`src/sv/ngq_pkg.sv`:
```
`timescale 1ns / 1ps
`default_nettype none
// ----------------------------------------------------------------------------
// ngq_pkg - shared types and constants of the note grid quantizer
// Field widths, register indexes, sequencer states and the control bundle of
// the serial remainder unit.
// ----------------------------------------------------------------------------
package ngq_pkg;

   localparam int PITCH_W    = 7;
   localparam int RAW_W      = 32;
   localparam int TICK_W     = 33;
   localparam int WIDE_W     = 34;
   localparam int GRID_W     = 16;
   localparam int CSR_IDX_W  = 1;
   localparam int CSR_DATA_W = 16;
   localparam int STEP_CNT_W = 6;

   localparam int DEF_PITCH_COUNT       = 128;
   localparam int DEF_TICKS_PER_QUARTER = 960;

   localparam logic [TICK_W-1:0]     TICK_MAX  = {TICK_W{1'b1}};
   localparam logic [STEP_CNT_W-1:0] DIV_STEPS = STEP_CNT_W'(TICK_W);

   localparam logic [CSR_IDX_W-1:0] CSR_GRID    = 1'b0;
   localparam logic [CSR_IDX_W-1:0] CSR_MIN_LEN = 1'b1;

   typedef enum logic [3:0] {
      ST_IDLE,
      ST_DIV,
      ST_SNAP_SUB,
      ST_SNAP_ADD,
      ST_FIX_A,
      ST_PUSH,
      ST_FIX_B,
      ST_SAT,
      ST_FIN
   } state_type;

   typedef struct packed {
      logic clear;
      logic shift;
   } rem_ctl_type;

endpackage
`default_nettype wire

```
`src/sv/ngq_rem.sv`:
```
`timescale 1ns / 1ps
`default_nettype none
// ----------------------------------------------------------------------------
// ngq_rem - bit-serial remainder
// Takes the dividend one bit per cycle while shift is set, MSB first, and keeps the running
// remainder modulo the grid.
// ----------------------------------------------------------------------------
module ngq_rem (
   input  wire logic                             clock,
   input  wire ngq_pkg::rem_ctl_type             ctl,
   input  wire logic                             bit_in,
   input  wire logic [ngq_pkg::GRID_W-1:0]       divisor,
   output logic      [ngq_pkg::GRID_W-1:0]       rem
);

   logic [ngq_pkg::GRID_W-1:0] rem_ff, rem_in;
   logic [ngq_pkg::GRID_W:0]   trial;

   always_comb begin
      trial  = {rem_ff, bit_in};
      rem_in = rem_ff;
      if (ctl.clear) begin
         rem_in = '0;
      end else if (ctl.shift) begin
         if (trial >= {1'b0, divisor}) begin
            rem_in = ngq_pkg::GRID_W'(trial - {1'b0, divisor});
         end else begin
            rem_in = trial[ngq_pkg::GRID_W-1:0];
         end
      end
   end

   always_ff @(posedge clock) begin
      rem_ff <= rem_in;
   end

   assign rem = rem_ff;

endmodule
`default_nettype wire

```
`src/sv/note_grid_quantizer.sv`:
```
`timescale 1ns / 1ps
`default_nettype none
// ----------------------------------------------------------------------------
// note_grid_quantizer - snaps note pairs to a tick grid
// Drops short pairs, fills in missing ends, rounds both ends to the grid and
// pushes a start up to the last end of the same pitch.
//
//   channel  direction  handshake           payload
//   req      in         req_valid/req_stall pitch, start/end tick, flags
//   rsp      out        rsp_valid/rsp_stall pitch, start, end
//   csr      in         csr_we              index, 16-bit data
//
// With a grid, a beat runs through the accept cycle, the serial remainder
// of both ticks (one bit a cycle), then 7 fixup steps. Without a grid, the
// remainder and both snap steps are skipped. A dropped pair gives no result
// and the unit stays idle. One beat is in work at a time; the result
// register lets the next beat in while a result waits on rsp_stall.
// Reset is synchronous; the pitch table holds nothing valid after it.
// ----------------------------------------------------------------------------
module note_grid_quantizer #(
   parameter int PITCH_COUNT       = ngq_pkg::DEF_PITCH_COUNT,
   parameter int TICKS_PER_QUARTER = ngq_pkg::DEF_TICKS_PER_QUARTER
) (
   input  wire logic                               clock,
   input  wire logic                               reset,
   input  wire logic                               req_valid,
   output logic                                    req_stall,
   input  wire logic [ngq_pkg::PITCH_W-1:0]        req_pitch,
   input  wire logic [ngq_pkg::RAW_W-1:0]          req_start_tick,
   input  wire logic [ngq_pkg::RAW_W-1:0]          req_end_tick,
   input  wire logic                               req_has_end,
   input  wire logic                               req_new_take,
   output logic                                    rsp_valid,
   input  wire logic                               rsp_stall,
   output logic      [ngq_pkg::PITCH_W-1:0]        rsp_out_pitch,
   output logic      [ngq_pkg::TICK_W-1:0]         rsp_out_start,
   output logic      [ngq_pkg::TICK_W-1:0]         rsp_out_end,
   input  wire logic                               csr_we,
   input  wire logic [ngq_pkg::CSR_IDX_W-1:0]      csr_index,
   input  wire logic [ngq_pkg::CSR_DATA_W-1:0]     csr_wdata
);

   localparam int IDX_W = (PITCH_COUNT > 1) ? $clog2(PITCH_COUNT) : 1;
   localparam logic [ngq_pkg::PITCH_W:0] PITCH_LIMIT = (ngq_pkg::PITCH_W+1)'(PITCH_COUNT);
   localparam logic [IDX_W-1:0] LAST_IDX = IDX_W'(PITCH_COUNT - 1);
   localparam logic [ngq_pkg::GRID_W-1:0] DEF_LEN = ngq_pkg::GRID_W'(TICKS_PER_QUARTER / 4);
   localparam int TW = ngq_pkg::TICK_W;
   localparam int WW = ngq_pkg::WIDE_W;

   ngq_pkg::state_type state_ff, state_in;

   logic [ngq_pkg::GRID_W-1:0]     grid_ff, min_len_ff;
   logic [ngq_pkg::PITCH_W-1:0]    pitch_ff, pitch_in;
   logic [IDX_W-1:0]               idx_ff, idx_in, req_idx;
   logic                           hit_ff, hit_in;
   logic [WW-1:0]                  on_ff, on_in, off_ff, off_in;
   logic [ngq_pkg::STEP_CNT_W-1:0] cnt_ff, cnt_in;
   logic                           up_on_ff, up_on_in, up_off_ff, up_off_in;
   logic [TW-1:0]                  last_ff;
   logic [PITCH_COUNT-1:0]         valid_ff;
   logic [TW-1:0]                  table_mem [PITCH_COUNT];

   logic                           rsp_valid_ff;
   logic [ngq_pkg::PITCH_W-1:0]    rsp_pitch_ff;
   logic [TW-1:0]                  rsp_start_ff, rsp_end_ff;

   ngq_pkg::rem_ctl_type           rem_ctl;
   logic [ngq_pkg::GRID_W-1:0]     rem_on, rem_off;

   logic            accept, load, drop, out_free;
   logic [TW-1:0]   raw_len, on_fin;
   logic [WW-1:0]   step, off_init;
   logic [ngq_pkg::GRID_W-1:0] dur;

   assign req_stall = (state_ff != ngq_pkg::ST_IDLE);
   assign accept    = req_valid && !req_stall;
   assign out_free  = !rsp_valid_ff || !rsp_stall;

   assign req_idx = ({1'b0, req_pitch} < PITCH_LIMIT) ? req_pitch[IDX_W-1:0] : LAST_IDX;

   assign raw_len  = {1'b0, req_end_tick} - {1'b0, req_start_tick};
   assign drop     = req_has_end && (min_len_ff != '0) &&
                     (raw_len[TW-1] || (raw_len[ngq_pkg::RAW_W-1:0] <
                      {{(ngq_pkg::RAW_W-ngq_pkg::GRID_W){1'b0}}, min_len_ff}));
   assign dur      = (grid_ff != '0) ? grid_ff : DEF_LEN;
   assign off_init = req_has_end ? {2'b00, req_end_tick}
                                 : {2'b00, req_start_tick} + {{(WW-ngq_pkg::GRID_W){1'b0}}, dur};
   assign step     = (grid_ff != '0) ? {{(WW-ngq_pkg::GRID_W){1'b0}}, grid_ff} : WW'(1);
   assign on_fin   = (on_ff >= off_ff) ? TW'(off_ff - WW'(1)) : on_ff[TW-1:0];

   ngq_rem u_rem_on (
      .clock   (clock),
      .ctl     (rem_ctl),
      .bit_in  (on_ff[TW-1]),
      .divisor (grid_ff),
      .rem     (rem_on)
   );

   ngq_rem u_rem_off (
      .clock   (clock),
      .ctl     (rem_ctl),
      .bit_in  (off_ff[TW-1]),
      .divisor (grid_ff),
      .rem     (rem_off)
   );

   always_comb begin
      state_in  = state_ff;
      pitch_in  = pitch_ff;
      idx_in    = idx_ff;
      hit_in    = hit_ff;
      on_in     = on_ff;
      off_in    = off_ff;
      cnt_in    = cnt_ff;
      up_on_in  = up_on_ff;
      up_off_in = up_off_ff;
      rem_ctl   = '0;
      load      = 1'b0;
      case (state_ff)
         ngq_pkg::ST_IDLE: begin
            if (req_valid) begin
               pitch_in      = req_pitch;
               idx_in        = req_idx;
               hit_in        = !req_new_take && valid_ff[req_idx];
               on_in         = {2'b00, req_start_tick};
               off_in        = off_init;
               cnt_in        = ngq_pkg::DIV_STEPS;
               rem_ctl.clear = 1'b1;
               if (!drop) begin
                  state_in = (grid_ff != '0) ? ngq_pkg::ST_DIV : ngq_pkg::ST_FIX_A;
               end
            end
         end
         ngq_pkg::ST_DIV: begin
            // rotate so the tick is back in place after the last bit
            rem_ctl.shift = 1'b1;
            on_in  = {on_ff[WW-1:TW], on_ff[TW-2:0], on_ff[TW-1]};
            off_in = {off_ff[WW-1:TW], off_ff[TW-2:0], off_ff[TW-1]};
            cnt_in = cnt_ff - ngq_pkg::STEP_CNT_W'(1);
            if (cnt_ff == ngq_pkg::STEP_CNT_W'(1)) begin
               state_in = ngq_pkg::ST_SNAP_SUB;
            end
         end
         ngq_pkg::ST_SNAP_SUB: begin
            on_in     = on_ff - {{(WW-ngq_pkg::GRID_W){1'b0}}, rem_on};
            off_in    = off_ff - {{(WW-ngq_pkg::GRID_W){1'b0}}, rem_off};
            up_on_in  = ({rem_on, 1'b0} >= {1'b0, grid_ff});
            up_off_in = ({rem_off, 1'b0} >= {1'b0, grid_ff});
            state_in  = ngq_pkg::ST_SNAP_ADD;
         end
         ngq_pkg::ST_SNAP_ADD: begin
            if (up_on_ff) begin
               on_in = on_ff + step;
            end
            if (up_off_ff) begin
               off_in = off_ff + step;
            end
            state_in = ngq_pkg::ST_FIX_A;
         end
         ngq_pkg::ST_FIX_A: begin
            if (off_ff <= on_ff) begin
               off_in = on_ff + step;
            end
            state_in = ngq_pkg::ST_PUSH;
         end
         ngq_pkg::ST_PUSH: begin
            if (hit_ff && (on_ff < {1'b0, last_ff})) begin
               on_in = {1'b0, last_ff};
            end
            state_in = ngq_pkg::ST_FIX_B;
         end
         ngq_pkg::ST_FIX_B: begin
            if (off_ff <= on_ff) begin
               off_in = on_ff + step;
            end
            state_in = ngq_pkg::ST_SAT;
         end
         ngq_pkg::ST_SAT: begin
            if (off_ff > {1'b0, ngq_pkg::TICK_MAX}) begin
               off_in = {1'b0, ngq_pkg::TICK_MAX};
            end
            state_in = ngq_pkg::ST_FIN;
         end
         ngq_pkg::ST_FIN: begin
            if (out_free) begin
               load     = 1'b1;
               state_in = ngq_pkg::ST_IDLE;
            end
         end
         default: begin
            state_in = ngq_pkg::ST_IDLE;
         end
      endcase
   end

   always_ff @(posedge clock) begin
      if (reset) begin
         state_ff <= ngq_pkg::ST_IDLE;
      end else begin
         state_ff <= state_in;
      end
   end

   always_ff @(posedge clock) begin
      pitch_ff  <= pitch_in;
      idx_ff    <= idx_in;
      hit_ff    <= hit_in;
      on_ff     <= on_in;
      off_ff    <= off_in;
      cnt_ff    <= cnt_in;
      up_on_ff  <= up_on_in;
      up_off_ff <= up_off_in;
   end

   always_ff @(posedge clock) begin
      if (reset) begin
         grid_ff    <= '0;
         min_len_ff <= '0;
      end else if (csr_we) begin
         case (csr_index)
            ngq_pkg::CSR_GRID:    grid_ff    <= csr_wdata;
            ngq_pkg::CSR_MIN_LEN: min_len_ff <= csr_wdata;
            default: ;
         endcase
      end
   end

   always_ff @(posedge clock) begin
      if (reset) begin
         valid_ff <= '0;
      end else begin
         if (accept && req_new_take) begin
            valid_ff <= '0;
         end
         if (load) begin
            valid_ff[idx_ff] <= 1'b1;
         end
      end
   end

   always_ff @(posedge clock) begin
      if (load) begin
         table_mem[idx_ff] <= off_ff[TW-1:0];
      end
      if (accept) begin
         last_ff <= table_mem[req_idx];
      end
   end

   always_ff @(posedge clock) begin
      if (reset) begin
         rsp_valid_ff <= 1'b0;
      end else if (load) begin
         rsp_valid_ff <= 1'b1;
      end else if (!rsp_stall) begin
         rsp_valid_ff <= 1'b0;
      end
   end

   always_ff @(posedge clock) begin
      if (load) begin
         rsp_pitch_ff <= pitch_ff;
         rsp_start_ff <= on_fin;
         rsp_end_ff   <= off_ff[TW-1:0];
      end
   end

   assign rsp_valid     = rsp_valid_ff;
   assign rsp_out_pitch = rsp_pitch_ff;
   assign rsp_out_start = rsp_start_ff;
   assign rsp_out_end   = rsp_end_ff;

   a_end_after_start: assert property (@(posedge clock) disable iff (reset)
      rsp_valid_ff |-> (rsp_end_ff > rsp_start_ff))
      else $error("result end not after start");

   a_div_needs_grid: assert property (@(posedge clock) disable iff (reset)
      (state_ff == ngq_pkg::ST_DIV) |-> (grid_ff != '0))
      else $error("serial remainder running with zero grid");

   a_table_marked: assert property (@(posedge clock) disable iff (reset)
      load |=> valid_ff[$past(idx_ff)])
      else $error("pitch entry not marked after write");

endmodule
`default_nettype wire
```
`config.mk`:
```
export PLATFORM = sky130hd
export DESIGN_NAME = note_grid_quantizer
export DESIGN_NICKNAME = d
export VERILOG_FILES = /design/src/sv/ngq_pkg.sv /design/src/sv/ngq_rem.sv /design/src/sv/note_grid_quantizer.sv
export SDC_FILE = /design/constraint.sdc
export NUM_CORES = 2
export LEC_CHECK = 0
export BUFFER_PORTS_ARGS = -buffer_cell sky130_fd_sc_hd__buf_2
export CORE_MARGIN = 4
export CORE_UTILIZATION = 50
export CTS_BUF_LIST = sky130_fd_sc_hd__clkbuf_2
export DETAILED_ROUTE_END_ITERATION = 10
export PLACE_DENSITY = 0.69
export REMOVE_ABC_BUFFERS = 1
export SETUP_SLACK_MARGIN = 0.4
export SYNTH_ARGS = -nofsm -noshare
export SYNTH_HDL_FRONTEND = slang
export SYNTH_HIERARCHICAL = 1
export SYNTH_MEMORY_MAX_BITS = 65536
export SYNTH_SLANG_ARGS = --single-unit
```
`constraint.sdc`:
```
create_clock -name clock -period 9.24 [get_ports clock]
set_clock_uncertainty 0.05 [all_clocks]
set_input_delay 0.924 -clock clock [delete_from_list [all_inputs] [get_ports clock]]
set_output_delay 0.924 -clock clock [all_outputs]
set_load 0.05 [all_outputs]
```
==> impl_metrics.yaml <==
outcome:
  status: "finished clean"
clocking:
  clk_pin_slew_ps: 110
  clk_latency_ps: 2280
  root_buffer: "clkbuf_2"
  clock_path_buffers: 5
  cts_tree: "built"
  numCtsBuffers: 1195
  clock-sinks: 4611
  htree_levels: 7
global_route:
  grt_max_degree: 136
  antenna_found_initial: 66
  use_met3_pct: 7.57
  track_usage_pct: 29.0
  use_met2_pct: 44.2
  grt_pass1_vias: 107986
  use_met1_pct: 39.7
  overflow: 0
  busiest_layer: "met2"
  grt_pass1_wl_um: 791000
place:
  place_congestion: 0.989
  pre_cts_slack_ps: 3840
  portBuffers: 169
  dpl.hpwl_um: 322000
  placed_cells: 14395
final_layout:
  area_growth_pct: 11.7
  drive_gt1_share_pct: 33.1
  nets: 11288
  layout_common_cells: "4414 x edfxtp_1, 1675 x clkbuf_2, 1428 x mux4_2"
  fin_cells: 16726
  layout_commonest_cell: "edfxtp_1"
setup_path:
  start_kind: "register"
  cpMostUsedCell: "o21ai_0"
  critPathMaxFanout: 9
  r2r_slack_ps: 2870
  r2r_start: "grid_ff[0]"
  critPathTopFamily: "compound AO/OA/AOI/OAI gates"
  slowest_stage: "dfxtp_1"
  critPathCapture: "off_ff[30]"
  cp-end-kind: "register"
  crit_start: "grid_ff[0]"
  required_ps: 11070
  max_stage_delay_ps: 720
  worstSetupPathType: "register to register"
  rr_worst_depth: 16
  path_cells: "nor4_1, nand4_1, nand2b_1, ha_1, fa_1, a211o_1, a211oi_1, o21ai_0, o21ai_0, a311o_1, nor4_1, xnor2_1, a221oi_1, dlygate4sd3_1, o21ai_0, dlygate4sd3_1"
  r2r_end: "off_ff[30]"
  path_buf_inv: 2
  worst-path-stages: 16
  arrival_ps: 8200
detailed_routing:
  postRouteAntennaNets: 0
  wl_per_cell_um: 33.6
  vias_per_cell: 6.42
  num_vias: 107385
  totalWireLength_um: 562000
  drtIter0Drc: 16036
  detail_route.first_pass.iterations: 9
  drcViolationCount: 0
synth:
  synth_ff_type: "edfxtp_1"
  ys_async_sr_fraction_pct: 0
  synth_edf_count: 4414
  syn-mean-instance-area_sq_um: 20.1
  yosysSeqAreaShare_pct: 72.2
  ys_types: 88
  synth_top_area_share_pct: 70.1
  synth_cells: 9413
  synth_top_area_cell: "edfxtp_1"
  synth_warnings: 6
  netlist_area_sq_um: 189000
  synth-seq-cells: 4611
  synth_area_leaders: "edfxtp_1 70%, mux4_2 17%, dfxtp_1 2.1%, ha_1 1.7%, a21oi_1 1.0%"
timing:
  setup_ws_ps: 2870
  fmax_mhz: 157
  fin_tns_setup_ps: 0
  min_period_over_period_pct: 69.0
  final-setup-viol-count: 0
  worst_pin_slew_ps: 1430
  relSlewSlack_pct: 4.51
  rsz0062_at_grt: "false"
  fin_crit_ps: 6370
  final-hold-violation-count: 0
  slew_viol_final: 0
  holdWs_ps: 295
floorplan:
  rows: 225
  dieArea_sq_um: 388000
  core_area_sq_um: 376000
  io_pins: 170
  die_w_um: 623
  die_y_um: 623
  initial_core_util_pct: 50.2
power_and_ir_drop:
  power_density_nw_per_um2: 250
  power_leakage_uw: 0.0697
  irDropWorstVdd_v: 0.000386
flow_run:
  drv_cap: 0
hold_path:
  hold_path.class: "input port to register"
how the worst min path moves through the flow:
stage	startpoint	endpoint	slack (ps)	cells past startpoint
finish	req_pitch[6]	last_ff[3]	290	4
global route	req_pitch[6]	last_ff[3]	40	4
CTS	csr_wdata[8]	min_len_ff[8]	0.5	5
detailed placement	min_len_ff[8]	min_len_ff[8]	420	2
global placement	min_len_ff[0]	min_len_ff[0]	410	2
floorplan	idx_ff[0]	rsp_out_pitch[0]	390	0
synth_stat cells (all sizes together) (40+ instances only):
library cell and count:
a21oi 391, nand3 55, dfxtp 197, nor4 40, o21ai 147, inv 230
nor3 68, clkbuf 317, ha 261, nand4 41, nor2 489, nand2 264
mux2i 51, xor2 59, xnor2 119, edfxtp 4414, mux4 1428, a21o 86
mux2 40, a211oi 63, buf 160
sequential cells by signal (all words and copies together), names as in the netlist, 4 cells and up:
signal         flops
cnt_ff             6
grid_ff           16
idx_ff             7
last_ff           33
min_len_ff        16
off_ff            34
on_ff             34
rsp_out_end       33
rsp_out_pitch      7
rsp_out_start     33
state_ff           4
table_mem       4224
u_rem_off/rem     16
u_rem_on/rem      16
valid_ff         128
through the flow:
step / utilization (%) / cell area [sq um] / power, uW
after floorplan: - / 187000 / 33900
after global placement: 52.6 / 198000 / 38800
after detailed placement: 52.6 / 198000 / 39200
after CTS: 56.1 / 211000 / 52600
after global routing: 56.1 / 211000 / 54900
final: 56.1 / 211000 / 52700
logic make-up after synthesis:
kind of cell | after synthesis | synth area share, %
fa+ha+maj | 268 | 1.80
flops | 4611 | 72.2
compound gates | 993 | 3.39
buf+inv | 710 | 1.51
xor+xnor | 178 | 0.825
mux | 1519 | 17.5
simple gates | 1134 | 2.72
power breakdown:
part | internal [uW] | switching, uW
Sequential | 26300 | 545
Clock | 5250 | 7990
Combinational | 3530 | 9120
routing by layer:
layer	vias up	share of wire, %	routed length, um
met2	7683	47	262000
met5	-	0.017	94
li1	42884	-	-
met4	14	4.5	25400
met1	55615	37	208000
met3	1189	12	67200
layout make-up:
class | count | area [sq um]
inverters | 233 | 876
clock buffers | 1675 | 8380
well taps | 4994 | 6250
multi-input cells | 4092 | 50700
diodes | 62 | 155
fillers | 28668 | 165000
repair buffers | 792 | 6700
clock inverters | 267 | 1480
flip-flops and latches | 4611 | 136000
timing repair:
item	in CTS	in global routing
gates resized for setup	0	0
hold endpoints to repair	767	0
hold buffers	327	0
buffers inserted	0	0
tightest hold or removal path, delay by kind of cell:
| family | cells | cell delay [ps] |
|---|---|---|
| mux | 2 | 600 |
| buf+inv | 2 | 870 |
No activity file was read; power rests on OpenSTA's default activity.
